$ cat src/rtl/sjpg_pkg.sv
`default_nettype none

package sjpg_pkg;

   // Storage widths of the step counter and the phase timer.
   localparam int STEP_COUNT_BITS = 16;
   localparam int TIMER_BITS      = 16;

   // Fixed field and register widths.
   localparam int CSR_INDEX_W = 3;
   localparam int CSR_DATA_W  = 16;
   localparam int TICKS_W     = 16;
   localparam int MOVE_W      = 16;
   localparam int THRESH_W    = 15;
   localparam int STICK_W     = 16;
   localparam int STEPS_OUT_W = 16;

   // Saturation limits, computed one bit wider than the widest case.
   localparam logic [32:0] TIMER_MAX = (33'd1 << TIMER_BITS) - 33'd1;
   localparam logic [32:0] STEP_MAX  = (33'd1 << STEP_COUNT_BITS) - 33'd1;

   // Configuration register indexes.
   localparam logic [CSR_INDEX_W-1:0] CSR_COMMAND_MODE      = 3'd0;
   localparam logic [CSR_INDEX_W-1:0] CSR_MOVE_STEPS        = 3'd1;
   localparam logic [CSR_INDEX_W-1:0] CSR_PRESS_THRESHOLD   = 3'd2;
   localparam logic [CSR_INDEX_W-1:0] CSR_NEUTRAL_DEADZONE  = 3'd3;
   localparam logic [CSR_INDEX_W-1:0] CSR_PULSE_HIGH_TICKS  = 3'd4;
   localparam logic [CSR_INDEX_W-1:0] CSR_STEP_PERIOD_TICKS = 3'd5;

   // Command front end and item kinds.
   localparam logic MODE_JOG    = 1'b0;
   localparam logic MODE_TOGGLE = 1'b1;
   localparam logic FUNC_TICK   = 1'b0;
   localparam logic FUNC_SAMPLE = 1'b1;

   typedef enum logic [2:0] {
      PHASE_IDLE = 3'b001,
      PHASE_HIGH = 3'b010,
      PHASE_LOW  = 3'b100
   } sjpg_phase_type;

   typedef enum logic [2:0] {
      JOG_NEUTRAL = 3'b001,
      JOG_RIGHT   = 3'b010,
      JOG_LEFT    = 3'b100
   } sjpg_jog_type;

   typedef struct packed {
      logic                command_mode;
      logic [MOVE_W-1:0]   move_steps;
      logic [THRESH_W-1:0] press_threshold;
      logic [THRESH_W-1:0] neutral_deadzone;
      logic [TICKS_W-1:0]  pulse_high_ticks;
      logic [TICKS_W-1:0]  step_period_ticks;
   } sjpg_cfg_type;

   typedef struct packed {
      logic                   step_level;
      logic                   dir_level;
      logic                   axis_busy;
      logic                   move_started;
      logic [STEPS_OUT_W-1:0] steps_remaining;
   } sjpg_result_type;

   // Phase length clipped to what the timer can hold.
   function automatic logic [TIMER_BITS-1:0] timer_load(input logic [TICKS_W-1:0] v);
      logic [32:0] wide;
      wide = 33'(v);
      if (wide > TIMER_MAX) begin
         return {TIMER_BITS{1'b1}};
      end
      return TIMER_BITS'(v);
   endfunction

   // Move length clipped to what the step counter can hold.
   function automatic logic [STEP_COUNT_BITS-1:0] step_load(input logic [MOVE_W-1:0] v);
      logic [32:0] wide;
      wide = 33'(v);
      if (wide > STEP_MAX) begin
         return {STEP_COUNT_BITS{1'b1}};
      end
      return STEP_COUNT_BITS'(v);
   endfunction

endpackage

`default_nettype wire

$ cat src/rtl/sjpg_regs.sv
`default_nettype none

module sjpg_regs (
   input  wire logic                              clock,
   input  wire logic                              reset,
   input  wire logic                              csr_write_enable,
   input  wire logic [sjpg_pkg::CSR_INDEX_W-1:0]  csr_index,
   input  wire logic [sjpg_pkg::CSR_DATA_W-1:0]   csr_data,
   output sjpg_pkg::sjpg_cfg_type                 cfg
);
   import sjpg_pkg::*;

   sjpg_cfg_type cfg_ff;
   sjpg_cfg_type cfg_in;

   always_comb begin
      cfg_in = cfg_ff;
      if (csr_write_enable) begin
         unique case (csr_index)
            CSR_COMMAND_MODE:      cfg_in.command_mode      = csr_data[0];
            CSR_MOVE_STEPS:        cfg_in.move_steps        = MOVE_W'(csr_data);
            CSR_PRESS_THRESHOLD:   cfg_in.press_threshold   = THRESH_W'(csr_data);
            CSR_NEUTRAL_DEADZONE:  cfg_in.neutral_deadzone  = THRESH_W'(csr_data);
            CSR_PULSE_HIGH_TICKS:  cfg_in.pulse_high_ticks  = TICKS_W'(csr_data);
            CSR_STEP_PERIOD_TICKS: cfg_in.step_period_ticks = TICKS_W'(csr_data);
            default: ;
         endcase
      end
   end

   always_ff @(posedge clock) begin
      if (reset) begin
         cfg_ff.command_mode      <= MODE_JOG;
         cfg_ff.move_steps        <= MOVE_W'(20);
         cfg_ff.press_threshold   <= THRESH_W'(128);
         cfg_ff.neutral_deadzone  <= THRESH_W'(26);
         cfg_ff.pulse_high_ticks  <= TICKS_W'(10);
         cfg_ff.step_period_ticks <= TICKS_W'(1000);
      end else begin
         cfg_ff <= cfg_in;
      end
   end

   assign cfg = cfg_ff;

endmodule

`default_nettype wire

$ cat src/rtl/sjpg_axis.sv
`default_nettype none

module sjpg_axis (
   input  wire logic                                  clock,
   input  wire logic                                  reset,
   input  wire sjpg_pkg::sjpg_cfg_type                cfg,
   input  wire logic                                  process_en,
   input  wire logic                                  func,
   input  wire logic signed [sjpg_pkg::STICK_W-1:0]   stick_value,
   output sjpg_pkg::sjpg_result_type                  result
);
   import sjpg_pkg::*;

   logic [STEP_COUNT_BITS-1:0] remaining_ff, remaining_in;
   sjpg_phase_type             phase_ff, phase_in;
   logic [TIMER_BITS-1:0]      countdown_ff, countdown_in;
   logic                       dir_ff, dir_in;
   sjpg_jog_type               jog_ff, jog_in;
   logic                       toggle_up_ff, toggle_up_in;
   logic                       pressed_ff, pressed_in;

   logic signed [STICK_W:0]    z;
   logic signed [STICK_W:0]    thr_pos;
   logic signed [STICK_W:0]    thr_neg;
   logic [STICK_W:0]           mag;
   logic                       pressed;
   logic                       busy;
   logic [TICKS_W-1:0]         low_ticks;
   logic [STEP_COUNT_BITS-1:0] move_len;
   logic                       queue;
   logic                       queue_dir;
   logic                       started;

   always_comb begin
      z        = {stick_value[STICK_W-1], stick_value};
      thr_pos  = $signed({2'b00, cfg.press_threshold});
      thr_neg  = -thr_pos;
      mag      = z[STICK_W] ? $unsigned(-z) : $unsigned(z);
      pressed  = mag > {2'b00, cfg.press_threshold};
      busy     = (remaining_ff != '0) || (phase_ff != PHASE_IDLE);
      low_ticks = (cfg.step_period_ticks > cfg.pulse_high_ticks)
                ? cfg.step_period_ticks - cfg.pulse_high_ticks : TICKS_W'(1);
      move_len = step_load(cfg.move_steps);
   end

   always_comb begin
      remaining_in = remaining_ff;
      phase_in     = phase_ff;
      countdown_in = countdown_ff;
      dir_in       = dir_ff;
      jog_in       = jog_ff;
      toggle_up_in = toggle_up_ff;
      pressed_in   = pressed_ff;
      queue        = 1'b0;
      queue_dir    = 1'b0;
      started      = 1'b0;

      if (func == FUNC_TICK) begin
         if (remaining_ff == '0) begin
            phase_in = PHASE_IDLE;
         end else begin
            unique case (phase_ff)
               PHASE_HIGH, PHASE_LOW: begin
                  if (countdown_ff > TIMER_BITS'(1)) begin
                     countdown_in = countdown_ff - TIMER_BITS'(1);
                  end else if (phase_ff == PHASE_HIGH) begin
                     phase_in     = PHASE_LOW;
                     countdown_in = timer_load(low_ticks);
                  end else begin
                     remaining_in = remaining_ff - STEP_COUNT_BITS'(1);
                     if (remaining_ff != STEP_COUNT_BITS'(1)) begin
                        phase_in     = PHASE_HIGH;
                        countdown_in = timer_load(cfg.pulse_high_ticks);
                     end else begin
                        phase_in     = PHASE_IDLE;
                        countdown_in = '0;
                     end
                  end
               end
               default: ;
            endcase
         end
      end else if (cfg.command_mode == MODE_JOG) begin
         // Each direction fires once, then rearms from the deadzone or when the other one fires.
         if (z > thr_pos && jog_ff != JOG_RIGHT && !busy) begin
            queue     = 1'b1;
            queue_dir = 1'b1;
            jog_in    = JOG_RIGHT;
         end else if (z < thr_neg && jog_ff != JOG_LEFT && !busy) begin
            queue     = 1'b1;
            queue_dir = 1'b0;
            jog_in    = JOG_LEFT;
         end else if (mag < {2'b00, cfg.neutral_deadzone}) begin
            jog_in    = JOG_NEUTRAL;
         end
      end else begin
         if (pressed && !pressed_ff && !busy) begin
            queue        = 1'b1;
            queue_dir    = !toggle_up_ff;
            toggle_up_in = !toggle_up_ff;
            dir_in       = !toggle_up_ff;
         end
         pressed_in = pressed;
      end

      // A move only starts from an idle axis, so the counter is loaded directly.
      if (queue && move_len != '0) begin
         started      = 1'b1;
         dir_in       = queue_dir;
         remaining_in = move_len;
         phase_in     = PHASE_HIGH;
         countdown_in = timer_load(cfg.pulse_high_ticks);
      end
   end

   always_ff @(posedge clock) begin
      if (reset) begin
         remaining_ff <= '0;
         phase_ff     <= PHASE_IDLE;
         countdown_ff <= '0;
         dir_ff       <= 1'b0;
         jog_ff       <= JOG_NEUTRAL;
         toggle_up_ff <= 1'b0;
         pressed_ff   <= 1'b0;
      end else if (process_en) begin
         remaining_ff <= remaining_in;
         phase_ff     <= phase_in;
         countdown_ff <= countdown_in;
         dir_ff       <= dir_in;
         jog_ff       <= jog_in;
         toggle_up_ff <= toggle_up_in;
         pressed_ff   <= pressed_in;
      end
   end

   always_comb begin
      result.step_level      = (phase_in == PHASE_HIGH);
      result.dir_level       = dir_in;
      result.axis_busy       = (remaining_in != '0) || (phase_in != PHASE_IDLE);
      result.move_started    = started;
      result.steps_remaining = STEPS_OUT_W'(remaining_in);
   end

endmodule

`default_nettype wire

$ cat src/rtl/stepper_jog_pulse_generator.sv
`default_nettype none

// Channel   | Handshake            | Payload
// ----------+----------------------+--------------------------------------------
// request   | req_valid/req_ready  | req_func, req_stick_value
// response  | rsp_valid/rsp_ready  | rsp_step_level, rsp_dir_level, rsp_axis_busy,
//           |                      | rsp_move_started, rsp_steps_remaining
// csr write | csr_write_enable     | csr_index, csr_data
//
// One item per cycle sustained while responses are taken; each item passes through
// the input register, then the axis update into the response register.
// Reset is synchronous and clears the axis state and loads default settings.
// A stalled response holds the response register; the input register then fills
// and req_ready drops until the response is taken. No clearing pass is needed.

module stepper_jog_pulse_generator (
   input  wire logic                                  clock,
   input  wire logic                                  reset,
   input  wire logic                                  req_valid,
   output wire logic                                  req_ready,
   input  wire logic                                  req_func,
   input  wire logic signed [sjpg_pkg::STICK_W-1:0]   req_stick_value,
   output wire logic                                  rsp_valid,
   input  wire logic                                  rsp_ready,
   output wire logic                                  rsp_step_level,
   output wire logic                                  rsp_dir_level,
   output wire logic                                  rsp_axis_busy,
   output wire logic                                  rsp_move_started,
   output wire logic [sjpg_pkg::STEPS_OUT_W-1:0]      rsp_steps_remaining,
   input  wire logic                                  csr_write_enable,
   input  wire logic [sjpg_pkg::CSR_INDEX_W-1:0]      csr_index,
   input  wire logic [sjpg_pkg::CSR_DATA_W-1:0]       csr_data
);
   import sjpg_pkg::*;

   sjpg_cfg_type    cfg;
   sjpg_result_type axis_result;

   // Input register: holds one accepted item until the axis can process it.
   logic                       in_valid_ff, in_valid_in;
   logic                       in_func_ff;
   logic signed [STICK_W-1:0]  in_stick_ff;

   // Response register: holds the result of the last processed item.
   logic                       out_valid_ff, out_valid_in;
   sjpg_result_type            out_ff;

   logic accept;
   logic advance;

   // The axis state moves forward only when its result has a place to go.
   assign advance   = in_valid_ff && (!out_valid_ff || rsp_ready);
   assign req_ready = !in_valid_ff || advance;
   assign accept    = req_valid && req_ready;

   always_comb begin
      in_valid_in = in_valid_ff;
      if (accept) begin
         in_valid_in = 1'b1;
      end else if (advance) begin
         in_valid_in = 1'b0;
      end

      out_valid_in = out_valid_ff;
      if (advance) begin
         out_valid_in = 1'b1;
      end else if (rsp_ready) begin
         out_valid_in = 1'b0;
      end
   end

   always_ff @(posedge clock) begin
      if (reset) begin
         in_valid_ff  <= 1'b0;
         out_valid_ff <= 1'b0;
      end else begin
         in_valid_ff  <= in_valid_in;
         out_valid_ff <= out_valid_in;
      end
   end

   always_ff @(posedge clock) begin
      if (accept) begin
         in_func_ff  <= req_func;
         in_stick_ff <= req_stick_value;
      end
      if (advance) begin
         out_ff <= axis_result;
      end
   end

   sjpg_regs u_regs (
      .clock            (clock),
      .reset            (reset),
      .csr_write_enable (csr_write_enable),
      .csr_index        (csr_index),
      .csr_data         (csr_data),
      .cfg              (cfg)
   );

   sjpg_axis u_axis (
      .clock       (clock),
      .reset       (reset),
      .cfg         (cfg),
      .process_en  (advance),
      .func        (in_func_ff),
      .stick_value (in_stick_ff),
      .result      (axis_result)
   );

   assign rsp_valid           = out_valid_ff;
   assign rsp_step_level      = out_ff.step_level;
   assign rsp_dir_level       = out_ff.dir_level;
   assign rsp_axis_busy       = out_ff.axis_busy;
   assign rsp_move_started    = out_ff.move_started;
   assign rsp_steps_remaining = out_ff.steps_remaining;

`ifndef SYNTH
   // A freshly started move is always busy, in its high phase, with steps left.
   a_start_busy: assert property (@(posedge clock) disable iff (reset)
      rsp_valid && rsp_move_started |->
         rsp_axis_busy && rsp_step_level && (rsp_steps_remaining != '0))
      else $error("move started without a busy axis in its high phase");

   // The STEP line is only high while the axis is busy.
   a_step_busy: assert property (@(posedge clock) disable iff (reset)
      rsp_valid && rsp_step_level |-> rsp_axis_busy)
      else $error("STEP high on an idle axis");

   // With both registers full and the response stalled, no new item may enter.
   a_no_overrun: assert property (@(posedge clock) disable iff (reset)
      out_valid_ff && in_valid_ff && !rsp_ready |-> !req_ready)
      else $error("input register overrun while the response is stalled");

   // A processed item always lands in the response register on the next edge.
   a_result_lands: assert property (@(posedge clock) disable iff (reset)
      advance |=> rsp_valid)
      else $error("processed item did not produce a response");
`endif

endmodule

`default_nettype wire

$ cat config.mk
export PLATFORM = sky130hd
export DESIGN_NAME = stepper_jog_pulse_generator
export DESIGN_NICKNAME = d
export VERILOG_FILES = /design/src/rtl/sjpg_pkg.sv /design/src/rtl/sjpg_regs.sv /design/src/rtl/sjpg_axis.sv /design/src/rtl/stepper_jog_pulse_generator.sv
export SDC_FILE = /design/constraint.sdc
export NUM_CORES = 1
export LEC_CHECK = 0
export BUFFER_PORTS_ARGS = -buffer_cell sky130_fd_sc_hd__buf_2
export CORE_AREA = 4 4 156 218
export CTS_BUF_LIST = sky130_fd_sc_hd__clkbuf_4 sky130_fd_sc_hd__clkbuf_8
export DETAILED_ROUTE_END_ITERATION = 8
export DIE_AREA = 0 0 160 222
export HOLD_SLACK_MARGIN = 0.1
export MAX_ROUTING_LAYER = met4
export PLACE_DENSITY_LB_ADDON = 0.08
export SETUP_SLACK_MARGIN = 0.4
export SLEW_MARGIN = 10
export SYNTH_ARGS = -nofsm -noshare
export SYNTH_HDL_FRONTEND = slang
export SYNTH_SLANG_ARGS = --single-unit
$ cat constraint.sdc
create_clock -name clock -period 8.6 [get_ports clock]
set_input_delay 1.29 -clock clock [delete_from_list [all_inputs] [get_ports clock]]
set_output_delay 1.29 -clock clock [all_outputs]
set_load 0.01 [all_outputs]
==> impl_results.md <==
* Core box area at 32200 sq um
* Number of sinks on the clock net at ~160
* Logic depth of the worst register-to-register path at 14
* Average via count per standard cell at 5.19
* Worst reg2reg startpoint: in_stick_ff[3]
* Minimum clock period at roughly 5400 ps
* Largest net degree at the start of global routing at 65
* Static leakage power at around 4.2 nW
* Die area at 35500 sq um
* CTS-repair resized insts at 0
* End point of the critical path: u_axis.remaining_ff[1]
* Achievable clock frequency at ~180 MHz
* TritonCTS Buffers at 17
* Sum of net half-perimeters after detailed placement at 24.8 mm
* Power density cells at ~150 nW/um^2
* Final Cell Area at 11100 sq um
* H-tree depth reported by CTS at 4
* Port Buf Inserts at 62
* Critical path class: reg -> reg
* Outcome: finished, final reports clean
* Worst slew pin tran at approximately 1200 ps
* Detailed-router iteration count before antenna repair at 5
* Post-route antenna net violation count at 0
* Post-synthesis xor/xnor area fraction at 5.54%
* Clock network latency to the later pin of the worst-skew pair at 490 ps
* Synthesis-to-finish area growth at 10.2%
* Simple-gate share of the synthesized area at roughly a quarter
* Final max-slew violation count at 0
* Clock tree from TritonCTS: done
* Hold buffer count at cts at 0
* Count of final setup violators at 0
* Maximum vdd ir drop at between 80 and 90 uV
* GRT Resource Usage Total at 18.7%
* Total inserted antenna cells at 0
* Setup crit start: in_stick_ff[3]
* Initial cell density of the core at a little under a third
* Cell types with the largest area share after synthesis: sky130_fd_sc_hd__dfxtp_1 (24%), sky130_fd_sc_hd__edfxtp_1 (11%), sky130_fd_sc_hd__ha_1 (10%)
* Via Count at 8828
* Initial DRC count at approximately 410
* Synthesized instance count at 1256
* Most frequent cell after synthesis: sky130_fd_sc_hd__nand2_1
* Largest family of logic cells by synthesized area: simple AND/OR/NAND/NOR gates
* Crit path launch type: register
* Arrival time worst endpoint at 5820 ps
* Number of nets in the layout at between 1000 and 1500
* Final Wtd Congestion at around 0.9
* Worst endpoint required time at 8990 ps
* Avg WL per Cell at 19.0 microns
* Synthesized area at 10100 sq um
* Mux cell area share after synthesis at 0.915%
* Layout cell share with drive strength beyond 1 at a little under a tenth
* Root Buffer Master: sky130_fd_sc_hd__clkbuf_8
* Critical path capture point type: register
* Post-Route Skew at 13.2 ps
* Buffer depth of the longest clock path at 2
* Syn. warnings at 0
* Arithmetic-cell share of the synthesized area counting full adders, half adders and majority gates at around a tenth
* Commonest cells in the netlist: sky130_fd_sc_hd__nand2_1 (237), sky130_fd_sc_hd__dfxtp_1 (122), sky130_fd_sc_hd__a21oi_1 (118)
* Number of synthesized register bits at 159
* Slew headroom at 19.0%
* Critical-path maximum fanout at 15
* Final hold viol count at 0
* Number of antenna violations at the first check in global routing at 0
* Congestion Overflow GR at 0
* Total number of placement rows at ~80
* Portion of the clock cycle consumed by the worst path in the final layout at 63.2%
* Max-cap check violation count at 0
* Top-area cell type share of the netlist area at 24.1%
* Clock transition at path regs at 90 ps
* Post-CTS setup-driven buffer insertion count at 0
* Wire length of the first global-routing pass at 50.5 mm
* DRC violation count after routing at 0
* Async set-reset flop share out of synthesis at 0%
* Worst min-delay path category: reg -> reg
* Unrepaired setup endpoints after global routing: no
* Post-Synthesis Mean Instance Area at a little over 8 sq um
* Wire length reported by the detailed router at 32.3 mm
* Cell variety after synth at 75
* Number of synthesized flops with an enable pin at 37
* Worst setup slack for register-to-register paths at 3170 ps
* Die boundary height at approximately 220 microns
* Yosys top cell by area: sky130_fd_sc_hd__dfxtp_1
* Compound-Gate Fraction of Synth Area at a little under a fifth
* Vias in the first global route at around 9000
* Number of top-level pins at 63
* Main flop type after synthesis: sky130_fd_sc_hd__dfxtp_1
* Syn_nets at 1379
* Horizontal die dimension at 160 microns
* Endpoint of the worst-slack reg-to-reg timing path: u_axis.remaining_ff[1]
* Post-DP Area at 10800 sq um
* Final sum of negative setup slack at 0 ps
* Proportion of synthesized chip area in sequential cells at 35.1%
[cell type report]
cell class,instances,area [sq um]
Clock buffer,18,241
Fill cell,3459,21100
Timing Repair Buffer,70,377
Sequential cell,159,3550
Multi-Input combinational cell,975,6110
Inverter,65,244
Clock inverter,14,119
Tap cell,400,500
[critical path, stage by stage (launching register included)]
cell and delay [ps]:
sky130_fd_sc_hd__edfxtp_1 480, sky130_fd_sc_hd__or4_1 590, sky130_fd_sc_hd__or4_4 490, sky130_fd_sc_hd__or2_2 310, sky130_fd_sc_hd__o41ai_1 320, sky130_fd_sc_hd__xnor2_1 160, sky130_fd_sc_hd__ha_1 310, sky130_fd_sc_hd__nand2_1 90
sky130_fd_sc_hd__nor3_1 320, sky130_fd_sc_hd__o31ai_1 200, sky130_fd_sc_hd__a311oi_1 720, sky130_fd_sc_hd__nor2_1 220, sky130_fd_sc_hd__o21ai_4 540, sky130_fd_sc_hd__mux2_2 420, sky130_fd_sc_hd__o21a_1 160
[how the worst min path moves through the flow]
stage / start / slack [ps] / cells after the start / to
after global placement: u_regs.cfg[45] / 440 / 2 / u_regs.cfg[45]
final: u_regs.cfg[42] / 460 / 2 / u_regs.cfg[42]
after global routing: u_regs.cfg[34] / 470 / 2 / u_regs.cfg[34]
after detailed placement: u_regs.cfg[42] / 450 / 2 / u_regs.cfg[42]
after floorplan: u_regs.cfg[0] / 440 / 2 / u_regs.cfg[0]
after CTS: u_regs.cfg[42] / 460 / 2 / u_regs.cfg[42]
[logic make-up (layout without fill, tap and decap cells)]
family          after synthesis  after routing
buf+inv                     122            167
simple gates                526            526
flops                       159            159
compound gates              294            294
fa+ha+maj                    82             82
mux                           9              9
xor+xnor                     64             64
[sequential cells by signal (all words and copies together), names as in the netlist]
register / count
rsp_dir_level: 1
u_axis.remaining_ff: 16
u_axis.pressed_ff: 1
u_axis.dir_ff: 1
in_stick_ff: 16
rsp_steps_remaining: 16
rsp_step_level: 1
rsp_valid: 1
u_axis.toggle_up_ff: 1
rsp_move_started: 1
in_valid_ff: 1
u_axis.jog_ff: 3
u_regs.cfg: 79
rsp_axis_busy: 1
u_axis.countdown_ff: 16
in_func_ff: 1
u_axis.phase_ff: 3
[power by group]
| group | internal, mW | switching (mW) | leakage [nW] |
|---|---|---|---|
| clock network | 0.231 | 0.309 | 0.186 |
| logic | 0.129 | 0.222 | 2.69 |
| registers | 0.791 | 0.0286 | 1.35 |
[per-layer routing]
metal	part of all wire (%)	GRT usage, %	wire (microns)	up-vias
li1	-	-	-	4545
met1	43	21.6	14000	4093
met2	51	32.6	16500	141
met3	2.3	2.49	750	49
met4	3.3	7.61	1080	0
met5	0	-	0	-
[layout by cell type (no fill, tap or decap), types with 12 or more instances in the layout]
cell type / instances
sky130_fd_sc_hd__nor3_1: 25
sky130_fd_sc_hd__or3_1: 12
sky130_fd_sc_hd__clkbuf_8: 17
sky130_fd_sc_hd__nand2b_1: 18
sky130_fd_sc_hd__nor4_1: 21
sky130_fd_sc_hd__ha_1: 81
sky130_fd_sc_hd__nand3_1: 35
sky130_fd_sc_hd__a21o_1: 18
sky130_fd_sc_hd__nand2_1: 237
sky130_fd_sc_hd__o21ai_0: 45
sky130_fd_sc_hd__a21oi_1: 118
sky130_fd_sc_hd__inv_1: 64
sky130_fd_sc_hd__nand3b_1: 16
sky130_fd_sc_hd__xnor2_1: 45
sky130_fd_sc_hd__a311oi_1: 16
sky130_fd_sc_hd__nand4_1: 21
sky130_fd_sc_hd__nor2_1: 89
sky130_fd_sc_hd__buf_2: 61
sky130_fd_sc_hd__dfxtp_1: 122
sky130_fd_sc_hd__a211oi_1: 14
sky130_fd_sc_hd__edfxtp_1: 37
sky130_fd_sc_hd__xor2_1: 19
[stage by stage]
| step | hold slack, ps | power [mW] | setup WS, ps | instances | util, % |
|---|---|---|---|---|---|
| final | 462 | 1.71 | 3170 | 1701 | 34.6 |
| after detailed placement | 449 | 1.19 | 3190 | 1669 | 33.5 |
| after floorplan | 436 | 1.07 | 4340 | 1256 | - |
| after CTS | 461 | 1.74 | 3150 | 1701 | 34.6 |
| after global routing | 474 | 1.82 | 2830 | 1701 | 34.6 |
| after global placement | 443 | 1.19 | 3190 | 1668 | 33.4 |
(Power assumes the default switching activity.)
